==> config.mk <==
export PLATFORM = sky130hd
export DESIGN_NAME = relevance_grid_max_normalizer_top_flat
export DESIGN_NICKNAME = d
export VERILOG_FILES = /design/src/rtl/rgmn_pkg.sv /design/src/rtl/rgmn_if.sv /design/src/rtl/relevance_grid_max_normalizer_top.sv /design/src/flat_wrapper.sv
export SDC_FILE = /design/constraint.sdc
export NUM_CORES = 1
export LEC_CHECK = 0
export BUFFER_PORTS_ARGS = -buffer_cell sky130_fd_sc_hd__buf_2
export CAP_MARGIN = 25
export CORE_UTILIZATION = 59
export CTS_BUF_LIST = sky130_fd_sc_hd__clkbuf_2 sky130_fd_sc_hd__clkbuf_4 sky130_fd_sc_hd__clkbuf_8
export DETAILED_ROUTE_END_ITERATION = 6
export PLACE_DENSITY_LB_ADDON = 0.3
export SETUP_SLACK_MARGIN = 0.1
export SLEW_MARGIN = 5
export SYNTH_ARGS = -nofsm -noshare
export SYNTH_HDL_FRONTEND = slang
export SYNTH_SLANG_ARGS = --single-unit
export TNS_END_PERCENT = 1
==> constraint.sdc <==
create_clock -name clk -period 5 [get_ports clk]
set_input_delay 0.75 -clock clk [delete_from_list [all_inputs] [get_ports clk]]
set_output_delay 0.75 -clock clk [all_outputs]
set_load 0.005 [all_outputs]
==> src/rtl/rgmn_pkg.sv <==
// rgmn_pkg: widths and constants shared by the relevance grid max normalizer
// used by the channel interfaces and the top level; no dependencies
package rgmn_pkg;

  localparam int SampleW     = 16;  // signed q8.8 sample
  localparam int ValW        = 15;  // clamped unsigned q7.8 value, peak, average
  localparam int LevelW      = 16;  // unsigned q1.15 level
  localparam int RowW        = 3;   // cell row and column
  localparam int SideW       = 4;   // grid_side register
  localparam int DvdW        = 2 * ValW;  // divider dividend: value shifted by 15
  localparam int MaxGridSide = 8;

  localparam logic [SideW-1:0]  SideReset = 4'd8;
  localparam logic [LevelW-1:0] LevelOne  = 16'h8000;

endpackage

==> src/rtl/rgmn_if.sv <==
// rgmn_if: valid/ready channels for samples in and normalized cells out
// depends on rgmn_pkg for field widths
interface rgmn_sample_if;
  import rgmn_pkg::*;

  logic                      valid;
  logic                      ready;
  logic signed [SampleW-1:0] sample;
  logic                      frame_end;

  modport source (output valid, output sample, output frame_end, input ready);
  modport sink   (input valid, input sample, input frame_end, output ready);
endinterface

interface rgmn_cell_if;
  import rgmn_pkg::*;

  logic              valid;
  logic              ready;
  logic [RowW-1:0]   cell_row;
  logic [RowW-1:0]   cell_col;
  logic [LevelW-1:0] level;
  logic [ValW-1:0]   peak;
  logic [ValW-1:0]   average;
  logic              last_cell;

  modport source (output valid, output cell_row, output cell_col, output level,
                  output peak, output average, output last_cell, input ready);
  modport sink   (input valid, input cell_row, input cell_col, input level,
                  input peak, input average, input last_cell, output ready);
endinterface

==> src/rtl/relevance_grid_max_normalizer_top.sv <==
// relevance_grid_max_normalizer_top: collects a frame of relevance samples and
// emits each grid cell divided by the frame peak; uses rgmn_pkg and rgmn_if
//
// Samples are taken one per cycle while a frame is being collected; negative
// samples count as zero and samples beyond the effective side squared are
// dropped. The transfer that carries frame_end starts the output walk, during
// which no sample is taken. All divisions share one restoring divider that
// retires one quotient bit per cycle: the frame mean is a divider load and
// then the divide steps, and each cell is a store read, a divider load, the
// divide steps and an output state that holds the cell until ready takes it.
// After the transfer of a frame's last cell the next frame may start at once.
module relevance_grid_max_normalizer_top #(
  parameter int MAX_GRID_SIDE = rgmn_pkg::MaxGridSide
) (
  input  logic                      clk,
  input  logic                      rst,
  input  logic                      grid_side_we,
  input  logic [rgmn_pkg::SideW-1:0] grid_side_wdata,
  rgmn_sample_if.sink               samples,
  rgmn_cell_if.source               cells
);
  import rgmn_pkg::*;

  localparam int Depth = MAX_GRID_SIDE * MAX_GRID_SIDE;
  localparam int AddrW = (Depth > 1) ? $clog2(Depth) : 1;
  localparam int CntW  = $clog2(Depth + 1);
  localparam int SumW  = ValW + $clog2(Depth);
  localparam int StepW = $clog2(DvdW);

  typedef enum logic [6:0] {
    ST_COLLECT   = 7'b0000001,
    ST_MEAN_LOAD = 7'b0000010,
    ST_MEAN_DIV  = 7'b0000100,
    ST_READ      = 7'b0001000,
    ST_CELL_LOAD = 7'b0010000,
    ST_CELL_DIV  = 7'b0100000,
    ST_EMIT      = 7'b1000000
  } state_t;

  state_t state, state_next;

  logic [SideW-1:0] grid_side;
  logic [CntW-1:0]  count;
  logic [ValW-1:0]  peak;
  logic [SumW-1:0]  sum;
  logic [ValW-1:0]  avg;
  logic [CntW-1:0]  idx;
  logic [RowW-1:0]  row;
  logic [RowW-1:0]  col;
  logic             rd_hit;

  logic [ValW-1:0]  store [Depth];
  logic [ValW-1:0]  rd_data;

  // shared divider
  logic [DvdW-1:0]  dvd;
  logic [ValW-1:0]  rem;
  logic [ValW-1:0]  dsr;
  logic [StepW-1:0] step;
  logic [ValW:0]    rem_sh;
  logic [ValW:0]    rem_diff;
  logic             rem_ge;
  logic [ValW-1:0]  rem_next;
  logic [DvdW-1:0]  dvd_next;
  logic             div_done;

  logic [LevelW-1:0] level_next;
  logic [LevelW-1:0] level;
  logic [RowW-1:0]   out_row;
  logic [RowW-1:0]   out_col;
  logic              out_last;

  logic [SideW-1:0]   side;
  logic [2*SideW-1:0] side_sq;
  logic [CntW-1:0]    num_cells;
  logic [ValW-1:0]    clamped;
  logic               take;
  logic               room;
  logic               idx_last;
  logic               col_last;
  logic               cell_done;

  // effective side: zero reads as one, larger values saturate
  always_comb begin
    if (grid_side == '0) begin
      side = SideW'(1);
    end else if (grid_side > SideW'(MAX_GRID_SIDE)) begin
      side = SideW'(MAX_GRID_SIDE);
    end else begin
      side = grid_side;
    end
  end

  assign side_sq   = {{SideW{1'b0}}, side} * {{SideW{1'b0}}, side};
  assign num_cells = side_sq[CntW-1:0];

  assign clamped  = samples.sample[SampleW-1] ? '0 : samples.sample[ValW-1:0];
  assign take     = samples.valid && samples.ready;
  assign room     = count < num_cells;
  assign idx_last = idx == (num_cells - CntW'(1));
  assign col_last = SideW'(col) == (side - SideW'(1));
  assign cell_done = cells.valid && cells.ready;

  // one restoring step: shift in the next dividend bit, subtract if it fits
  assign rem_sh   = {rem, dvd[DvdW-1]};
  assign rem_diff = rem_sh - {1'b0, dsr};
  assign rem_ge   = rem_sh >= {1'b0, dsr};
  assign rem_next = rem_ge ? rem_diff[ValW-1:0] : rem_sh[ValW-1:0];
  assign dvd_next = {dvd[DvdW-2:0], rem_ge};
  assign div_done = step == StepW'(DvdW - 1);

  always_comb begin
    if (peak == '0) begin
      level_next = '0;
    end else if (dvd_next > DvdW'(LevelOne)) begin
      level_next = LevelOne;
    end else begin
      level_next = dvd_next[LevelW-1:0];
    end
  end

  always_comb begin
    state_next = state;
    unique case (state)
      ST_COLLECT: begin
        if (take && samples.frame_end) state_next = ST_MEAN_LOAD;
      end
      ST_MEAN_LOAD: state_next = ST_MEAN_DIV;
      ST_MEAN_DIV: begin
        if (div_done) state_next = ST_READ;
      end
      ST_READ:      state_next = ST_CELL_LOAD;
      ST_CELL_LOAD: state_next = ST_CELL_DIV;
      ST_CELL_DIV: begin
        if (div_done) state_next = ST_EMIT;
      end
      ST_EMIT: begin
        if (cell_done) state_next = out_last ? ST_COLLECT : ST_READ;
      end
      default: state_next = ST_COLLECT;
    endcase
  end

  always_ff @(posedge clk) begin
    if (rst) begin
      state     <= ST_COLLECT;
      grid_side <= SideReset;
      count     <= '0;
      peak      <= '0;
      sum       <= '0;
      idx       <= '0;
      row       <= '0;
      col       <= '0;
      rd_hit    <= 1'b0;
    end else begin
      state <= state_next;
      if (grid_side_we) grid_side <= grid_side_wdata;
      if (take && room) begin
        count <= count + CntW'(1);
        sum   <= sum + SumW'(clamped);
        if (clamped > peak) peak <= clamped;
      end
      if (state == ST_READ) rd_hit <= idx < count;
      if (cell_done) begin
        if (out_last) begin
          // frame finished: clear for the next one
          count <= '0;
          peak  <= '0;
          sum   <= '0;
          idx   <= '0;
          row   <= '0;
          col   <= '0;
        end else begin
          idx <= idx + CntW'(1);
          if (col_last) begin
            col <= '0;
            row <= row + RowW'(1);
          end else begin
            col <= col + RowW'(1);
          end
        end
      end
    end
  end

  // cell store, written in raster order; entries at or past count read as zero
  always_ff @(posedge clk) begin
    if (take && room) store[count[AddrW-1:0]] <= clamped;
    if (state == ST_READ) rd_data <= store[idx[AddrW-1:0]];
  end

  always_ff @(posedge clk) begin
    unique case (state) inside
      ST_MEAN_LOAD: begin
        dvd  <= DvdW'(sum);
        dsr  <= ValW'(count);
        rem  <= '0;
        step <= '0;
      end
      ST_CELL_LOAD: begin
        dvd  <= rd_hit ? {rd_data, {ValW{1'b0}}} : '0;
        dsr  <= peak;
        rem  <= '0;
        step <= '0;
      end
      ST_MEAN_DIV, ST_CELL_DIV: begin
        dvd  <= dvd_next;
        rem  <= rem_next;
        step <= step + StepW'(1);
      end
      default: begin
      end
    endcase
    if (state == ST_MEAN_DIV && div_done) begin
      avg <= (count == '0) ? '0 : dvd_next[ValW-1:0];
    end
    if (state == ST_CELL_DIV && div_done) begin
      level    <= level_next;
      out_row  <= row;
      out_col  <= col;
      out_last <= idx_last;
    end
  end

  assign samples.ready   = state == ST_COLLECT;
  assign cells.valid     = state == ST_EMIT;
  assign cells.cell_row  = out_row;
  assign cells.cell_col  = out_col;
  assign cells.level     = level;
  assign cells.peak      = peak;
  assign cells.average   = avg;
  assign cells.last_cell = out_last;

`ifndef SYNTHESIS
  a_no_overlap: assert property (@(posedge clk) disable iff (rst)
    !(samples.ready && cells.valid))
    else $error("sample port open while a cell is offered");

  a_count_bound: assert property (@(posedge clk) disable iff (rst)
    count <= CntW'(Depth))
    else $error("accepted count beyond store depth");

  a_frame_clear: assert property (@(posedge clk) disable iff (rst)
    (cell_done && cells.last_cell) |=> (count == '0 && peak == '0 && samples.ready))
    else $error("frame state not cleared after last cell");

  a_level_range: assert property (@(posedge clk) disable iff (rst)
    cells.valid |-> (cells.level <= LevelOne && (cells.peak != '0 || cells.level == '0)))
    else $error("level out of range for peak");

  a_rem_bound: assert property (@(posedge clk) disable iff (rst)
    ((state == ST_MEAN_DIV || state == ST_CELL_DIV) && dsr != '0) |-> rem < dsr)
    else $error("divider remainder not below divisor");
`endif

endmodule

==> src/flat_wrapper.sv <==
// flat-port wrapper written by rule: the top's interface ports become plain ports
module relevance_grid_max_normalizer_top_flat import rgmn_pkg::*;
#(
  parameter int MAX_GRID_SIDE = rgmn_pkg::MaxGridSide
)
  (clk, rst, grid_side_we, grid_side_wdata, samples_valid, samples_sample, samples_frame_end, samples_ready, cells_valid, cells_cell_row, cells_cell_col, cells_level, cells_peak, cells_average, cells_last_cell, cells_ready);
  rgmn_sample_if samples_i ();
  rgmn_cell_if cells_i ();
  input  logic clk;
  input  logic rst;
  input  logic grid_side_we;
  input  logic [rgmn_pkg::SideW-1:0] grid_side_wdata;
  input wire logic [$bits(samples_i.valid)-1:0] samples_valid;
  input wire logic [$bits(samples_i.sample)-1:0] samples_sample;
  input wire logic [$bits(samples_i.frame_end)-1:0] samples_frame_end;
  output wire logic [$bits(samples_i.ready)-1:0] samples_ready;
  output wire logic [$bits(cells_i.valid)-1:0] cells_valid;
  output wire logic [$bits(cells_i.cell_row)-1:0] cells_cell_row;
  output wire logic [$bits(cells_i.cell_col)-1:0] cells_cell_col;
  output wire logic [$bits(cells_i.level)-1:0] cells_level;
  output wire logic [$bits(cells_i.peak)-1:0] cells_peak;
  output wire logic [$bits(cells_i.average)-1:0] cells_average;
  output wire logic [$bits(cells_i.last_cell)-1:0] cells_last_cell;
  input wire logic [$bits(cells_i.ready)-1:0] cells_ready;
  assign samples_i.valid = samples_valid;
  assign samples_i.sample = samples_sample;
  assign samples_i.frame_end = samples_frame_end;
  assign samples_ready = samples_i.ready;
  assign cells_valid = cells_i.valid;
  assign cells_cell_row = cells_i.cell_row;
  assign cells_cell_col = cells_i.cell_col;
  assign cells_level = cells_i.level;
  assign cells_peak = cells_i.peak;
  assign cells_average = cells_i.average;
  assign cells_last_cell = cells_i.last_cell;
  assign cells_i.ready = cells_ready;
  relevance_grid_max_normalizer_top #(.MAX_GRID_SIDE(MAX_GRID_SIDE)) u_core (.clk(clk), .rst(rst), .grid_side_we(grid_side_we), .grid_side_wdata(grid_side_wdata), .samples(samples_i), .cells(cells_i));
endmodule
==> impl_metrics.env, run 1 <==
export IMPL_worst_slew_pin_transition_ns=1.00
export IMPL_fin_crit_sh=0.915
export IMPL_ff2ff_path_depth=13
export IMPL_antenna_found_initial=4
export IMPL_yosysSeqAreaShare=0.721
export IMPL_synth_cell_types=71
export IMPL_pin_count=81
export IMPL_synth_cells=2490
export IMPL_wl_per_cell_um=28.6
export IMPL_crit_arrival_ns=5.09
export IMPL_dieWidth_um=284
export IMPL_num_rows=102
export IMPL_die_area_um2=80500
export IMPL_async_reset_ff_frac=0
export IMPL_max_cap_violations=0
export IMPL_cp_top_family="compound AO/OA/AOI/OAI gates"
export IMPL_grt_ovfl_total=0
export IMPL_path_class="flip-flop to flip-flop"
export IMPL_synth_largest_area_cell="edfxtp_1"
export IMPL_cts_root_buffer_cell="clkbuf_8"
export IMPL_netlist_area_leader_share=0.692
export IMPL_synth_top_cells_by_area="edfxtp_1 (69%), mux4_2 (14%), dfxtp_1 (2.9%)"
export IMPL_ys_ff_latch=1146
export IMPL_coreArea_um2=78000
export IMPL_fin_nets=2867
export IMPL_grt_start_max_net_pins=70
export IMPL_synth_edf_count=1078
export IMPL_portBuffers=80
export IMPL_syn_area_um2=46800
export IMPL_clock_skew_final_ns=0.0393
export IMPL_cts_sinks=1146
export IMPL_cts_buffers=175
export IMPL_cp_depth=13
export IMPL_cts_reportedPaths_clkPinSlew_ns=0.06
export IMPL_start_kind="flip-flop"
export IMPL_start_util=0.600
export IMPL_vias_per_cell=6.42
export IMPL_area_growth_pct=12.7
export IMPL_clock_latency_ns=0.84
export IMPL_setup_viol=0
export IMPL_ctsHtreeMaxLevel=4
export IMPL_fmax_mhz=219
export IMPL_end_kind="flip-flop"
export IMPL_dieHeight_um=284
export IMPL_drive_gt1_frac=0.282
export IMPL_drt_iter0_drc=3012
export IMPL_cts_tree="done"
export IMPL_power_density_nw_per_um2=373
export IMPL_final_max_slew_viol_count=0
export IMPL_min_path_type="input port to flip-flop"
export IMPL_ys_warn_count=0
export IMPL_ys_flop_type="edfxtp_1"
export IMPL_critical_path_max_stage_delay_ns=0.57
export IMPL_routed_wl_um=113000
export IMPL_critPathRequiredTime_ns=5.52
export IMPL_grt_pass1_wl_um=167000
export IMPL_p_leak_nw=17.4
export IMPL_ant_nets=0
export IMPL_fin_setup_tns_ns=0
export IMPL_route_detailed_drc=0
export IMPL_status="finished clean"
export IMPL_drt_pass1_iter_count=7
export IMPL_crit_buf_inv=2
export IMPL_peakVddDrop_v=0.000287
export IMPL_maxSlewHeadroom=0.332
export IMPL_crit_slowest_cell="nor2_1"
export IMPL_rsz0062_at_grt="false"
export IMPL_hpwl_um=70100
export IMPL_hold_violations=0
export IMPL_hold_depth=2
export IMPL_first_global_vias=25600
export IMPL_clk_path_buf_depth=3
export IMPL_path_max_fanout=10
export IMPL_dr_total_vias=25300
export IMPL_avgSynthCellArea_um2=18.8
export IMPL_final_util=0.676
export IMPL_min_period_ns=4.57
export IMPL_grt_util_all_layers=0.285
export IMPL_crit_chain="o21ba_2, nor2_1, ha_1, inv_1, fa_1, xor2_1, ha_1, a211oi_1, o21ai_0, a21oi_2, nand3_1, nor2_1, buf_4"
export IMPL_gp_congestion=0.916
-- synthesized netlist by cell type, types with 3 or more instances --
cell and number:
a211oi_1 37, a21o_1 19, a21oi_1 75, a222oi_1 6, a22o_1 23, a311oi_1 3
a31oi_1 3, and2_1 43, and3_1 6, buf_1 7, buf_2 32, buf_4 13
clkbuf_1 66, dfxtp_1 68, edfxtp_1 1078, fa_1 3, ha_1 70, inv_1 58
mux2_2 6, mux2i_1 53, mux4_2 286, nand2_1 65, nand2b_1 11, nand3_1 22
nand3b_1 5, nand4_1 22, nand4b_1 4, nor2_1 161, nor2b_1 43, nor3_1 14
nor3b_1 3, nor4_1 15, nor4b_1 3, o2111ai_1 4, o211ai_1 7, o21a_1 11
o21ai_0 48, or3_1 6, xnor2_1 31, xor2_1 24
-- logic make-up (layout without fill, tap and decap cells) --
logic type | count (synthesis) | in the layout | share of synthesized area
AO/OA/AOI/OAI | 259 | 259 | 0.0365
multiplexers | 345 | 345 | 0.150
XOR/XNOR | 55 | 55 | 0.0103
adder cells (fa/ha/maj) | 73 | 73 | 0.0200
AND/OR/NAND/NOR | 431 | 431 | 0.0456
buffers and inverters | 180 | 590 | 0.0164
flip-flops | 1146 | 1146 | 0.721
other | 1 | 4 | 0.0000801
-- stage by stage --
stage / cell area [µm²] / total power, mW / cells / setup WS, ns / hold slack (ns)
floorplan: 46800 / 11.7 / 2491 / 0.195 / 0.415
global placement: 49200 / 12.1 / 3626 / 0.614 / 0.458
detailed placement: 49200 / 12.2 / 3627 / 0.511 / 0.475
CTS: 52600 / 19.8 / 3937 / 0.440 / 0.0901
global route: 52700 / 20.3 / 3942 / 0.138 / 0.104
finish: 52700 / 19.7 / 3943 / 0.427 / 0.136
-- area by class of cell --
type	count	area [µm²]
Fill cell	4899	25200
Timing Repair Buffer	219	1550
Multi-Input combinational cell	1165	12400
Clock buffer	239	2930
Sequential cell	1146	33700
Tap cell	1040	1300
Antenna cell	2	5.00
Clock inverter	71	532
Inverter	61	229
-- registers in the layout, indices dropped and copies added (netlist names), 15 cells and up --
name / flops
u_core.sum: 21
u_core.dsr: 15
u_core.dvd: 30
u_core.cells.peak: 15
u_core.rd_data: 15
u_core.store: 960
u_core.rem: 15
u_core.cells.average: 15
u_core.cells.level: 16
-- power by group --
group / internal (mW) / switching (mW) / total, mW
Combinational: 0.439 / 0.800 / 1.24
Sequential: 10.7 / 0.117 / 10.8
Clock: 4.05 / 3.61 / 7.66
-- what timing repair did --
action | CTS | global route
buffers inserted | 0 | 0
endpoints found under the setup margin | 0 | 9
endpoints found under the hold margin | 0 | 0
hold buffers | 0 | 0
resized for setup | 0 | 1
-- layout by cell type (no fill, tap or decap), drive strengths merged, types with 15 or more instances in the layout --
cell	count
edfxtp	1078
mux4	286
clkbuf	240
buf	218
nor2	162
a21oi	76
ha	70
dfxtp	68
inv	67
nand2	65
clkinv	59
mux2i	53
o21ai	49
and2	43
nor2b	43
a211oi	37
xnor2	31
xor2	24
a22o	23
nand3	22
nand4	22
a21o	19
nor4	15
nor3	15
-- per-layer routing --
metal	GRT usage	vias to the layer above	share of wire
li1	-	10600	-
met1	0.388	13000	0.38
met2	0.452	1441	0.49
met3	0.0623	260	0.090
met4	0.119	0	0.038
met5	0	-	0
-- worst paths after layout --
check / start / endpoint / slack [ns]
setup / recovery: u_core.grid_side[1] / u_core.store[48][7] / 0.43
hold / removal: grid_side_wdata[3] / u_core.grid_side[3] / 0.14
setup reg to reg: u_core.grid_side[1] / u_core.store[48][7] / 0.43
hold reg to reg: u_core.row[2] / u_core.cells.cell_row[2] / 0.49
Note: power is estimated with default switching activity, not from simulation.
==> run 2: changes to the inputs <==
Settings changed: CELL_PAD_IN_SITES_DETAIL_PLACEMENT set to 2, CELL_PAD_IN_SITES_GLOBAL_PLACEMENT set to 2, CORE_UTILIZATION 59 to 46.
==> impl_metrics.env, run 2 (synthesized netlist as in run 1, its figures left out) <==
export IMPL_status="finished clean"
export IMPL_dieHeight_um=321
export IMPL_pin_count=81
export IMPL_finalPower_mw=20.6
export IMPL_worst_slew_pin_transition_ns=1.15
export IMPL_ant_nets=0
export IMPL_routed_wl_um=157000
export IMPL_area_growth_pct=13.8
export IMPL_hold_slack_ns=0.118
export IMPL_vias_per_cell=6.26
export IMPL_setup_viol=0
export IMPL_pre_cts_slack_ns=0.450
export IMPL_nFillCells=8657
export IMPL_p_leak_nw=17.5
export IMPL_portBuffers=80
export IMPL_die_area_um2=103000
export IMPL_peakVddDrop_v=0.000277
export IMPL_num_rows=116
export IMPL_final_util=0.531
export IMPL_wl_per_cell_um=36.5
export IMPL_grt_util_all_layers=0.308
export IMPL_fin_nets=2873
export IMPL_drt_pass1_iter_count=6
export IMPL_max_cap_violations=0
export IMPL_critPathRequiredTime_ns=5.60
export IMPL_cts_tree="done"
export IMPL_hold_violations=0
export IMPL_grt_ovfl_total=0
export IMPL_path_max_fanout=10
export IMPL_worst_slack_ns=0.338
export IMPL_final_common_cell="edfxtp_1"
export IMPL_fin_crit_sh=0.932
export IMPL_min_period_ns=4.66
export IMPL_cts_reportedPaths_clkPinSlew_ns=0.06
export IMPL_largest_reg_flops=960
export IMPL_hpwl_um=92500
export IMPL_start_kind="flip-flop"
export IMPL_fin_cells=4285
export IMPL_crit_arrival_ns=5.26
export IMPL_cts_sinks=1146
export IMPL_dieWidth_um=321
export IMPL_clock_latency_ns=0.90
export IMPL_drive_gt1_frac=0.287
export IMPL_finish_instance_area_um2=53300
export IMPL_gp_congestion=0.844
export IMPL_clock_skew_final_ns=0.0440
export IMPL_fin_setup_tns_ns=0
export IMPL_power_density_nw_per_um2=387
export IMPL_end_kind="flip-flop"
export IMPL_coreArea_um2=100000
export IMPL_rsz0062_at_grt="false"
export IMPL_min_path_type="input port to flip-flop"
export IMPL_fmax_mhz=215
export IMPL_route_detailed_drc=0
export IMPL_start_util=0.466
export IMPL_dr_total_vias=26800
export IMPL_cts_root_buffer_cell="clkbuf_8"
export IMPL_grt_pass1_wl_um=223000
export IMPL_place_area_um2=49600
export IMPL_clk_path_buf_depth=3
export IMPL_final_max_slew_viol_count=0
export IMPL_ctsHtreeMaxLevel=4
export IMPL_antenna_found_initial=5
export IMPL_drt_iter0_drc=2920
export IMPL_grt_start_max_net_pins=100
export IMPL_layout_common_cells="edfxtp_1 (1078), mux4_2 (286), clkbuf_8 (198)"
export IMPL_cts_buffers=188
export IMPL_path_class="flip-flop to flip-flop"
export IMPL_dp_cells=3938
export IMPL_holdBufCountCts=0
export IMPL_maxSlewHeadroom=0.236
export IMPL_first_global_vias=28800
[run 2: cell count changes in the layout (fill, tap and decap cells not counted), moves of 3 or more]
cell / change
clkbuf_8: +15
clkbuf_4: +14
buf_4: -7
clkinv_2: +7
clkinv_8: -3
inv_12: -3
inv_6: +3
inv_8: -3
[run 2: cell type report]
class                           count  area (µm²)  share of cell area
Tap cell                         1357        1700              0.0319
Clock buffer                      269        3260              0.0611
Sequential cell                  1146       33700               0.633
Clock inverter                     72         412             0.00773
Multi-Input combinational cell   1165       12500               0.234
Inverter                           61         229             0.00430
Timing Repair Buffer              212        1480              0.0278
Antenna cell                        3        7.51            0.000141
[run 2: worst paths after layout]
kind                                           from                        to  slack, ns  cells past startpoint
worst min register to register        u_core.row[2]  u_core.cells.cell_row[2]       0.49                      0
worst max-delay path            u_core.grid_side[1]        u_core.store[3][6]       0.34                     14
worst min-delay path             grid_side_wdata[3]       u_core.grid_side[3]       0.12                      2
worst max register to register  u_core.grid_side[1]        u_core.store[3][6]       0.34                     14
[run 2: critical path, cell delays in order (launching register included)]
cell and delay (ns):
dfxtp_1 0.35, o21ba_2 0.24, nor2_1 0.27, ha_1 0.26
inv_1 0.08, fa_1 0.47, xor2_1 0.32, ha_1 0.33
a211oi_1 0.21, o21ai_0 0.27, a21oi_4 0.38, nand4_1 0.17
buf_4 0.29, nor2_1 0.45, buf_4 0.30
[run 2: what timing repair did]
item	CTS	global route
buffers inserted	0	0
endpoints found under the hold margin	0	0
setup endpoints to repair	0	1
gates resized for setup	0	1
[run 2: per-layer routing]
metal	GRT usage	up-vias	part of all wire
li1	-	10700	-
met1	0.407	14400	0.39
met2	0.509	1418	0.49
met3	0.0529	311	0.073
met4	0.127	4	0.043
met5	0	-	0.00013
[run 2: where the power goes]
part	switching [mW]	leakage (nW)	internal [mW]
Sequential	0.148	10.4	10.7
Clock	4.10	1.96	4.30
Combinational	0.964	5.13	0.436
Total	5.21	17.5	15.4
